`config.mk`:
```
export PLATFORM = sky130hd
export DESIGN_NAME = divisor_sum_engine
export DESIGN_NICKNAME = d
export VERILOG_FILES = /design/src/dse_pkg.sv /design/src/dse_div.sv /design/src/divisor_sum_engine.sv
export SDC_FILE = /design/constraint.sdc
export NUM_CORES = 1
export LEC_CHECK = 0
export BUFFER_PORTS_ARGS = -buffer_cell sky130_fd_sc_hd__buf_2
export CORE_MARGIN = 2
export CORE_UTILIZATION = 55
export CTS_CLUSTER_SIZE = 10
export DETAILED_ROUTE_END_ITERATION = 16
export PLACE_DENSITY = 0.72
export SETUP_SLACK_MARGIN = 0.1
export SYNTH_ARGS = -nofsm -noshare
export SYNTH_HDL_FRONTEND = slang
export SYNTH_SLANG_ARGS = --single-unit
```
`constraint.sdc`:
```
create_clock -name clk -period 12.4 [get_ports clk]
set_clock_uncertainty 0.1 [all_clocks]
set_input_delay 1.24 -clock clk [delete_from_list [all_inputs] [get_ports clk]]
set_output_delay 1.24 -clock clk [all_outputs]
set_load 0.005 [all_outputs]
```
`src/dse_pkg.sv`:
```
package dse_pkg;

  // Result and target width, fixed by the result format
  localparam int SUM_W = 18;
  localparam logic [SUM_W-1:0] SUM_MAX = '1;

  localparam int NUMBER_WIDTH_DEF = 16;

  typedef enum logic [2:0] {
    ST_IDLE,
    ST_ISSUE,
    ST_WAIT,
    ST_ACC,
    ST_DONE
  } state_t;

endpackage

```
`src/dse_div.sv`:
```
module dse_div #(
  parameter int W = dse_pkg::NUMBER_WIDTH_DEF
) (
  input  logic         clk,
  input  logic         rst_n,
  input  logic         start,
  input  logic [W-1:0] dividend,
  input  logic [W-1:0] divisor,
  output logic         done,
  output logic [W-1:0] quotient,
  output logic [W-1:0] remainder
);

  localparam int CW = $clog2(W + 1);

  logic         busy_r, busy_nxt;
  logic         done_r, done_nxt;
  logic [CW-1:0] cnt_r, cnt_nxt;
  logic [W-1:0] quo_r, quo_nxt;
  logic [W-1:0] rem_r, rem_nxt;

  logic [W:0]   shifted;
  logic [W+1:0] diff;

  // One quotient bit per cycle, restoring scheme
  always_comb begin
    shifted = {rem_r, quo_r[W-1]};
    diff    = {1'b0, shifted} - {2'b00, divisor};
  end

  always_comb begin
    busy_nxt = busy_r;
    done_nxt = 1'b0;
    cnt_nxt  = cnt_r;
    quo_nxt  = quo_r;
    rem_nxt  = rem_r;
    if (start) begin
      busy_nxt = 1'b1;
      cnt_nxt  = CW'(W);
      quo_nxt  = dividend;
      rem_nxt  = '0;
    end else if (busy_r) begin
      cnt_nxt = cnt_r - 1'b1;
      if (diff[W+1]) begin
        rem_nxt = shifted[W-1:0];
        quo_nxt = {quo_r[W-2:0], 1'b0};
      end else begin
        rem_nxt = diff[W-1:0];
        quo_nxt = {quo_r[W-2:0], 1'b1};
      end
      if (cnt_r == CW'(1)) begin
        busy_nxt = 1'b0;
        done_nxt = 1'b1;
      end
    end
  end

  always_ff @(posedge clk) begin
    if (!rst_n) begin
      busy_r <= 1'b0;
      done_r <= 1'b0;
      cnt_r  <= '0;
    end else begin
      busy_r <= busy_nxt;
      done_r <= done_nxt;
      cnt_r  <= cnt_nxt;
    end
  end

  always_ff @(posedge clk) begin
    quo_r <= quo_nxt;
    rem_r <= rem_nxt;
  end

  assign done      = done_r;
  assign quotient  = quo_r;
  assign remainder = rem_r;

endmodule

```
`src/divisor_sum_engine.sv`:
```
// Divisor sum engine: returns sigma(n), the sum of all positive divisors of n.
//
// Input: present in_number and in_last_in_range with start high; the item is
// taken at a rising edge where start is high and busy is low. busy stays high
// until the result is produced.
// Output: out_valid is high for exactly one cycle with out_divisor_sum,
// out_matches_target and out_last_out. The receiver cannot stall; each result
// is taken in its strobe cycle. Sums above the 18-bit range saturate.
// Configuration: cfg_wr_en with cfg_wr_data writes the target sum; write it
// only while busy is low.
// Operation: candidate divisors d = 1, 2, ... are tried until n / d < d. Each
// candidate passes through the ISSUE and WAIT states, and ACC unless it ends
// the search; WAIT lasts while the bit-serial divider produces one quotient bit
// per cycle. n = 0 skips the divider and goes straight to its result. One item
// at a time; the next one can transfer on the edge that takes the result.
// Reset (rst_n low, synchronous): returns to idle, drops any item in flight
// and clears the target sum to zero.
module divisor_sum_engine #(
  parameter int NUMBER_WIDTH = dse_pkg::NUMBER_WIDTH_DEF
) (
  input  logic                       clk,
  input  logic                       rst_n,
  input  logic                       start,
  output logic                       busy,
  input  logic [NUMBER_WIDTH-1:0]    in_number,
  input  logic                       in_last_in_range,
  output logic                       out_valid,
  output logic [dse_pkg::SUM_W-1:0]  out_divisor_sum,
  output logic                       out_matches_target,
  output logic                       out_last_out,
  input  logic                       cfg_wr_en,
  input  logic [dse_pkg::SUM_W-1:0]  cfg_wr_data
);

  localparam int W  = NUMBER_WIDTH;
  localparam int SW = dse_pkg::SUM_W;
  localparam int AW = ((W + 1 > SW) ? W + 1 : SW) + 1;

  dse_pkg::state_t state_r, state_nxt;

  logic [W-1:0]  n_r, n_nxt;
  logic [W-1:0]  d_r, d_nxt;
  logic [W:0]    addend_r, addend_nxt;
  logic [SW-1:0] sum_r, sum_nxt;
  logic          last_r, last_nxt;
  logic [SW-1:0] target_r;

  logic          out_valid_r, out_valid_nxt;
  logic [SW-1:0] out_sum_r, out_sum_nxt;
  logic          out_match_r, out_match_nxt;
  logic          out_last_r, out_last_nxt;

  logic          div_start;
  logic          div_done;
  logic [W-1:0]  div_quo;
  logic [W-1:0]  div_rem;
  logic [AW-1:0] acc_sum;

  dse_div #(
    .W(W)
  ) u_div (
    .clk      (clk),
    .rst_n    (rst_n),
    .start    (div_start),
    .dividend (n_r),
    .divisor  (d_r),
    .done     (div_done),
    .quotient (div_quo),
    .remainder(div_rem)
  );

  // Next state
  always_comb begin
    state_nxt = state_r;
    unique case (state_r)
      dse_pkg::ST_IDLE: begin
        if (start) begin
          state_nxt = (in_number == '0) ? dse_pkg::ST_DONE : dse_pkg::ST_ISSUE;
        end
      end
      dse_pkg::ST_ISSUE: state_nxt = dse_pkg::ST_WAIT;
      dse_pkg::ST_WAIT: begin
        if (div_done) begin
          state_nxt = (div_quo < d_r) ? dse_pkg::ST_DONE : dse_pkg::ST_ACC;
        end
      end
      dse_pkg::ST_ACC:  state_nxt = dse_pkg::ST_ISSUE;
      dse_pkg::ST_DONE: state_nxt = dse_pkg::ST_IDLE;
      default:          state_nxt = dse_pkg::ST_IDLE;
    endcase
  end

  assign acc_sum = AW'(sum_r) + AW'(addend_r);

  // Datapath and outputs
  always_comb begin
    n_nxt         = n_r;
    d_nxt         = d_r;
    addend_nxt    = addend_r;
    sum_nxt       = sum_r;
    last_nxt      = last_r;
    div_start     = 1'b0;
    out_valid_nxt = 1'b0;
    out_sum_nxt   = out_sum_r;
    out_match_nxt = out_match_r;
    out_last_nxt  = out_last_r;
    unique case (state_r)
      dse_pkg::ST_IDLE: begin
        if (start) begin
          n_nxt    = in_number;
          last_nxt = in_last_in_range;
          d_nxt    = W'(1);
          sum_nxt  = '0;
        end
      end
      dse_pkg::ST_ISSUE: div_start = 1'b1;
      dse_pkg::ST_WAIT: begin
        if (div_done) begin
          if (div_rem != '0) begin
            addend_nxt = '0;
          end else if (div_quo == d_r) begin
            addend_nxt = {1'b0, d_r};
          end else begin
            addend_nxt = {1'b0, d_r} + {1'b0, div_quo};
          end
        end
      end
      dse_pkg::ST_ACC: begin
        // saturate at the top of the result range
        sum_nxt = (acc_sum > AW'(dse_pkg::SUM_MAX)) ? dse_pkg::SUM_MAX : acc_sum[SW-1:0];
        d_nxt   = d_r + 1'b1;
      end
      dse_pkg::ST_DONE: begin
        out_valid_nxt = 1'b1;
        out_sum_nxt   = sum_r;
        out_match_nxt = (sum_r == target_r);
        out_last_nxt  = last_r;
      end
      default: ;
    endcase
  end

  always_ff @(posedge clk) begin
    if (!rst_n) begin
      state_r     <= dse_pkg::ST_IDLE;
      out_valid_r <= 1'b0;
      target_r    <= '0;
    end else begin
      state_r     <= state_nxt;
      out_valid_r <= out_valid_nxt;
      if (cfg_wr_en) begin
        target_r <= cfg_wr_data;
      end
    end
  end

  always_ff @(posedge clk) begin
    n_r         <= n_nxt;
    d_r         <= d_nxt;
    addend_r    <= addend_nxt;
    sum_r       <= sum_nxt;
    last_r      <= last_nxt;
    out_sum_r   <= out_sum_nxt;
    out_match_r <= out_match_nxt;
    out_last_r  <= out_last_nxt;
  end

  assign busy               = (state_r != dse_pkg::ST_IDLE);
  assign out_valid          = out_valid_r;
  assign out_divisor_sum    = out_sum_r;
  assign out_matches_target = out_match_r;
  assign out_last_out       = out_last_r;

  a_accept_goes_busy: assert property (@(posedge clk) disable iff (!rst_n)
    start && !busy |=> busy)
    else $error("accepted transfer did not raise busy");

  a_result_when_idle: assert property (@(posedge clk) disable iff (!rst_n)
    out_valid |-> !busy)
    else $error("result strobe while still busy");

  a_single_strobe: assert property (@(posedge clk) disable iff (!rst_n)
    out_valid |=> !out_valid)
    else $error("result strobe longer than one cycle");

  a_div_only_waiting: assert property (@(posedge clk) disable iff (!rst_n)
    div_done |-> state_r == dse_pkg::ST_WAIT)
    else $error("divider finished outside the wait state");

endmodule
```
## After elaboration in Yosys (flattened, before gate mapping)

Index checks and enable logic that the tools add are counted.

| storage, ports and cells | value |
|---|---|
| register bits after elaboration | 149 |

| operators by class | value |
|---|---|
| add/subtract/negate cells | 5 |
| order comparisons | 2 |
| equal/unequal tests | 9 |
| muxes and demuxes | 23 |
| bitwise gates (word level) | 2 |
| reductions and logical operators | 13 |

Operators by type and width:

| kind | number |
|---|---|
| 16-bit two-way mux | 5 |
| 18-bit two-way mux | 2 |
| 18-bit case mux with 2 select lines | 1 |
| 16-bit case mux with 2 select lines | 1 |
| 18-bit by 17-bit adder with 19-bit output | 1 |
| 19-bit by 18-bit > comparator with 1-bit output (second input constant) | 1 |
| 18-bit equality test | 1 |
| 17-bit by 16-bit subtractor with 18-bit output | 1 |
| 16-bit by 16-bit adder with 17-bit output | 1 |
| 16-bit by 1-bit adder with 16-bit output (second input constant) | 1 |
| 16-bit equality test | 1 |
| 16-bit zero test | 1 |
| 16-bit less-than comparator | 1 |
| 16-bit nonzero test | 1 |
| 3-bit two-way mux | 4 |
| 3-bit case mux with 4 select lines | 1 |
| 5-bit two-way mux | 2 |
| 2-bit AND reduction | 4 |
| 1-bit two-way mux | 7 |
| 3-bit by 2-bit equality test with 1-bit output (second input constant) | 2 |
| 5-bit by 1-bit equality test with 1-bit output (second input constant) | 1 |
| 5-bit by 1-bit subtractor with 5-bit output (second input constant) | 1 |
| 2-bit nonzero test | 2 |
| 2-bit OR reduction | 2 |
| 8 further kinds | 9 |

## Longest topological paths before layout

| depth | value |
|---|---|
| word-level depth | 4 |
| gate-level depth with buffers | 12 |
| mapped depth without buffers | 11 |

## Cells and area by module

From an unflattened synthesis, not the netlist that was laid out.

| unflattened totals | value |
|---|---|
| cells, all modules | 885 |
| area, all modules | 9003.6 um^2 |

Modules (own cells, without submodules):

| module | instances | cells each | area each (um^2) |
|---|---|---|---|
| divisor_sum_engine | 1 | 601 | 6352.3 |
| dse_div | 1 | 284 | 2651.3 |

## Least setup slack after synthesis

OpenSTA, ideal clock, no wires.

| timing | value |
|---|---|
| path kind | input to register |
| start | in start |
| end | reg d_r[0], enable pin |
| library setup time | 472 ps |
| arrival | 3720 ps |
| data required time | 11828 ps |
| setup slack | 8108 ps |
| stages | 2 |
| path through | inv_1 -> o21ai_0 |

| on the way | value |
|---|---|
| cells in the longest elaborated chain, start to end | 2 |

RTL lines:

| item | RTL line | text |
|---|---|---|
| start: declaration | divisor_sum_engine.sv:23 | `input logic start,` |
| 2-bit inequality test (no source line) | n/a |  |
| 2-bit AND reduction (no source line) | n/a |  |
| end signal: assignment | divisor_sum_engine.sv:159 | `d_r <= d_nxt;` |
| end: declaration | divisor_sum_engine.sv:42 | `logic [W-1:0] d_r, d_nxt;` |

No other way between the ends.
A chain may end at the register's enable or synchronous reset.

## Worst setup path in the final report

| timing | value |
|---|---|
| start | reg d_r[1] |
| end | reg u_div.rem_r[0] (netlist: u_div.remainder[0]) |

| on the way | value |
|---|---|
| cells in the longest elaborated chain, start to end | 2 |

RTL lines:

| item | RTL line | text |
|---|---|---|
| 17-bit by 16-bit subtractor with 18-bit output | dse_div.sv:28 | `diff = {1'b0, shifted} - {2'b00, divisor};` |
| 16-bit two-way mux | dse_div.sv:44 | `if (diff[W+1]) begin` |
| end signal: assignment | dse_div.sv:72 | `rem_r <= rem_nxt;` |
| end: declaration | dse_div.sv:20 | `logic [W-1:0] rem_r, rem_nxt;` |

No other way between the ends.

==> results.md <==
- Hold slack final: 0.327 ns
- Req. time, crit path: 12.64 ns
- Status: complete, no violations
- Most common cell after layout, fill and taps aside: edfxtp_1
- Final slew viol count: 0
- Fraction of layout cells with a size suffix above 1: 13.3%
- Slew HR: 22.9%
- Critical path, cell by cell: inv_1 > ha_1 > nor2b_1 > o31ai_1 > a211o_1 > and4b_4 > o311ai_4 > mux2_2 > a21oi_1
- Type of the tightest min-delay check: flop to flop
- # Post-CTS Setup Buffers: 0
- Post-synthesis cell type count: 73
- Clk Latency, worst-skew pair: 0.42 ns
- Clock Sink Count: 149
- Yosys warns: 0
- Diode count: 0
- Clk pin slew, worst setup/hold paths: 0.06 ns
- Post-DP HPWL: 13800 microns
- Buf+Inv Stages, Crit Path: 1
- Core ar.: 15700 sq um
- Gpl congestion: 0.965
- CTS Root Cell: clkbuf_16
- Ys async rst share: 0%
- Setup TNS: 0 ns
- Fmax: 0.295 GHz
- Register bit count reported by yosys: 149
- Die Y: 130 microns
- Clock Tree Buf Depth: 2
- Largest net degree at the start of global routing: 36
- Iteration-0 DRC Markers: 360
- Final Hold Vio Count: 0
- Post-synthesis sequential area ratio: 46.1%
- Final WL: 18300 microns
- Stages on the worst setup path: 9
- CTS tree: built
- Worst vdd ir: 0.000130 V
- Synth-to-Final Area Change: 12.7%
- Die Area: 16900 sq um
- Post-synth EDFFs: 104
- Starting Density: 55.6%
- R2r worst-path depth: 9
- First-pass GRT wire length: 30300 microns
- P_leak: 0.00401 uW
- Via density: 5.56
- Mapped Area: 8740 sq um
- Total gr overflow: 0
- Syn nets: 961
- Post-CTS Hold Fix Bufs: 0
- Chip width: 130 microns
- Site row count: 46
- Main synth FF type: edfxtp_1
- Vias: 6334
- Critical path's largest stage delay: 0.92 ns
- Synth Instances: 851
- Ports: 61
- Fin nets: 1021
- Max cap viols: 0
- Vias in the first global route: 6149
- Most frequent cells in the layout: 104 x edfxtp_1, 80 x nor2_1, 77 x nand2_1
- Drt drc: 0
- CP startpoint kind: flop
- Count of final setup violators: 0
- Period utilisation layout: 27.3%
- Number of routed nets with antenna violations: 0
- Power per cell area: 256 nW/um^2
- Synthesized area per cell: 10.3 sq um
- Crit path DAT: 3.63 ns
- RSZ-0062 raised after global routing: false
- CP delay by family, top: compound AO/OA/AOI/OAI gates
- Total global-route track usage: 23.3%
- I/O Buffers: 60
- Maximum fanout along the worst path: 21
- WS Path Type: flop to flop
- 1st-pass router iterations: 5
- Crit. End Element: flop
- # H-tree levels: 4
- PostCTS Resize Cnt: 0
- CTS Buf Count: 17
- CP max stage cell: o311ai_4
- Worst slew pin tran: 1.15 ns
- WHS Path Cells: 0
- WL per Instance: 16.1 microns
- Initial antenna violation count: 0
- Period minus WS final: 3.39 ns
[cell families (layout without fill, tap and decap cells)]
group / after synthesis / after routing / share of synthesized area (%)
flops: 149 / 149 / 46.1
compound gates: 188 / 188 / 14.9
mux: 28 / 28 / 3.22
fa+ha+maj: 71 / 71 / 10.4
simple gates: 272 / 272 / 15.1
xor+xnor: 68 / 68 / 6.82
buf+inv: 75 / 148 / 3.48
[per-layer routing]
layer | vias to the layer above | track usage (%) | part of all wire (%)
met1 | 2963 | 29.3 | 45
met2 | 140 | 39.9 | 49
met4 | 0 | 9.30 | 2.3
li1 | 3205 | - | -
met3 | 26 | 4.31 | 3.4
met5 | - | 0 | 0
[final timing paths]
check                             to   start  slack (ns)
setup / recovery  u_div.remainder[0]  d_r[1]        9.01
hold / removal          out_last_out  last_r        0.33
setup reg to reg  u_div.remainder[0]  d_r[1]        9.01
hold reg to reg         out_last_out  last_r        0.33
[sequential cells by signal (all words and copies together), names as in the netlist, 3 cells and up]
register         count
u_div.cnt_r          5
u_div.remainder     16
target_r            18
sum_r               18
out_divisor_sum     18
u_div.quotient      16
d_r                 16
state_r              3
n_r                 16
addend_r            17
[synth_stat cells, types with 4 or more instances]
cell type  number  share of area, %
nor4_1         19               1.4
mux2i_1        27               3.1
o21ai_0        42               2.4
nand4_1         9              0.64
clkbuf_1       19              0.82
xnor2_1        44               4.4
a31oi_1         9              0.64
a21oi_1        47               2.7
o21a_1          7              0.60
o211ai_1        5              0.43
inv_1          50               2.1
o21ai_2         8              0.80
dfxtp_1        45                10
nand3_1         9              0.52
a21o_1          4              0.34
a211oi_1       18               1.5
o21bai_1        8              0.69
o31ai_1         4              0.34
or3_1           6              0.43
ha_1           68               9.7
xor2_1         24               2.4
nor2_1         80               3.4
nand2_1        77               3.3
edfxtp_1      104                36
nor2b_1        29               2.1
nand2b_1        8              0.57
and2_1          7              0.50
and3_1          4              0.29
nor3_1          9              0.52
[per-stage QoR]
step / util [%] / instances / instance area (sq um) / setup WS [ns] / power [uW]
detailed placement: 59.0 / 1108 / 9270 / 9.00 / 2020
global route: 62.7 / 1140 / 9850 / 8.80 / 2720
finish: 62.7 / 1140 / 9850 / 9.01 / 2520
global placement: 59.0 / 1108 / 9270 / 9.07 / 2000
CTS: 62.7 / 1140 / 9850 / 8.99 / 2530
floorplan: - / 851 / 8740 / 8.11 / 1760
[report_power, final]
part | internal (uW) | switching [uW]
clock network | 301 | 192
logic | 498 | 685
registers | 710 | 134
total | 1510 | 1010
[area by class of cell]
type                       instances  area [sq um]
sequential                       149          4020
inverter                          50           188
tap                              216           270
multi-input combinational        627          4440
fill                            1293          5870
timing repair buffer              66           345
clock buffer                      25           539
clock inverter                     7          40.0
Note: power is estimated with default switching activity, not from simulation.
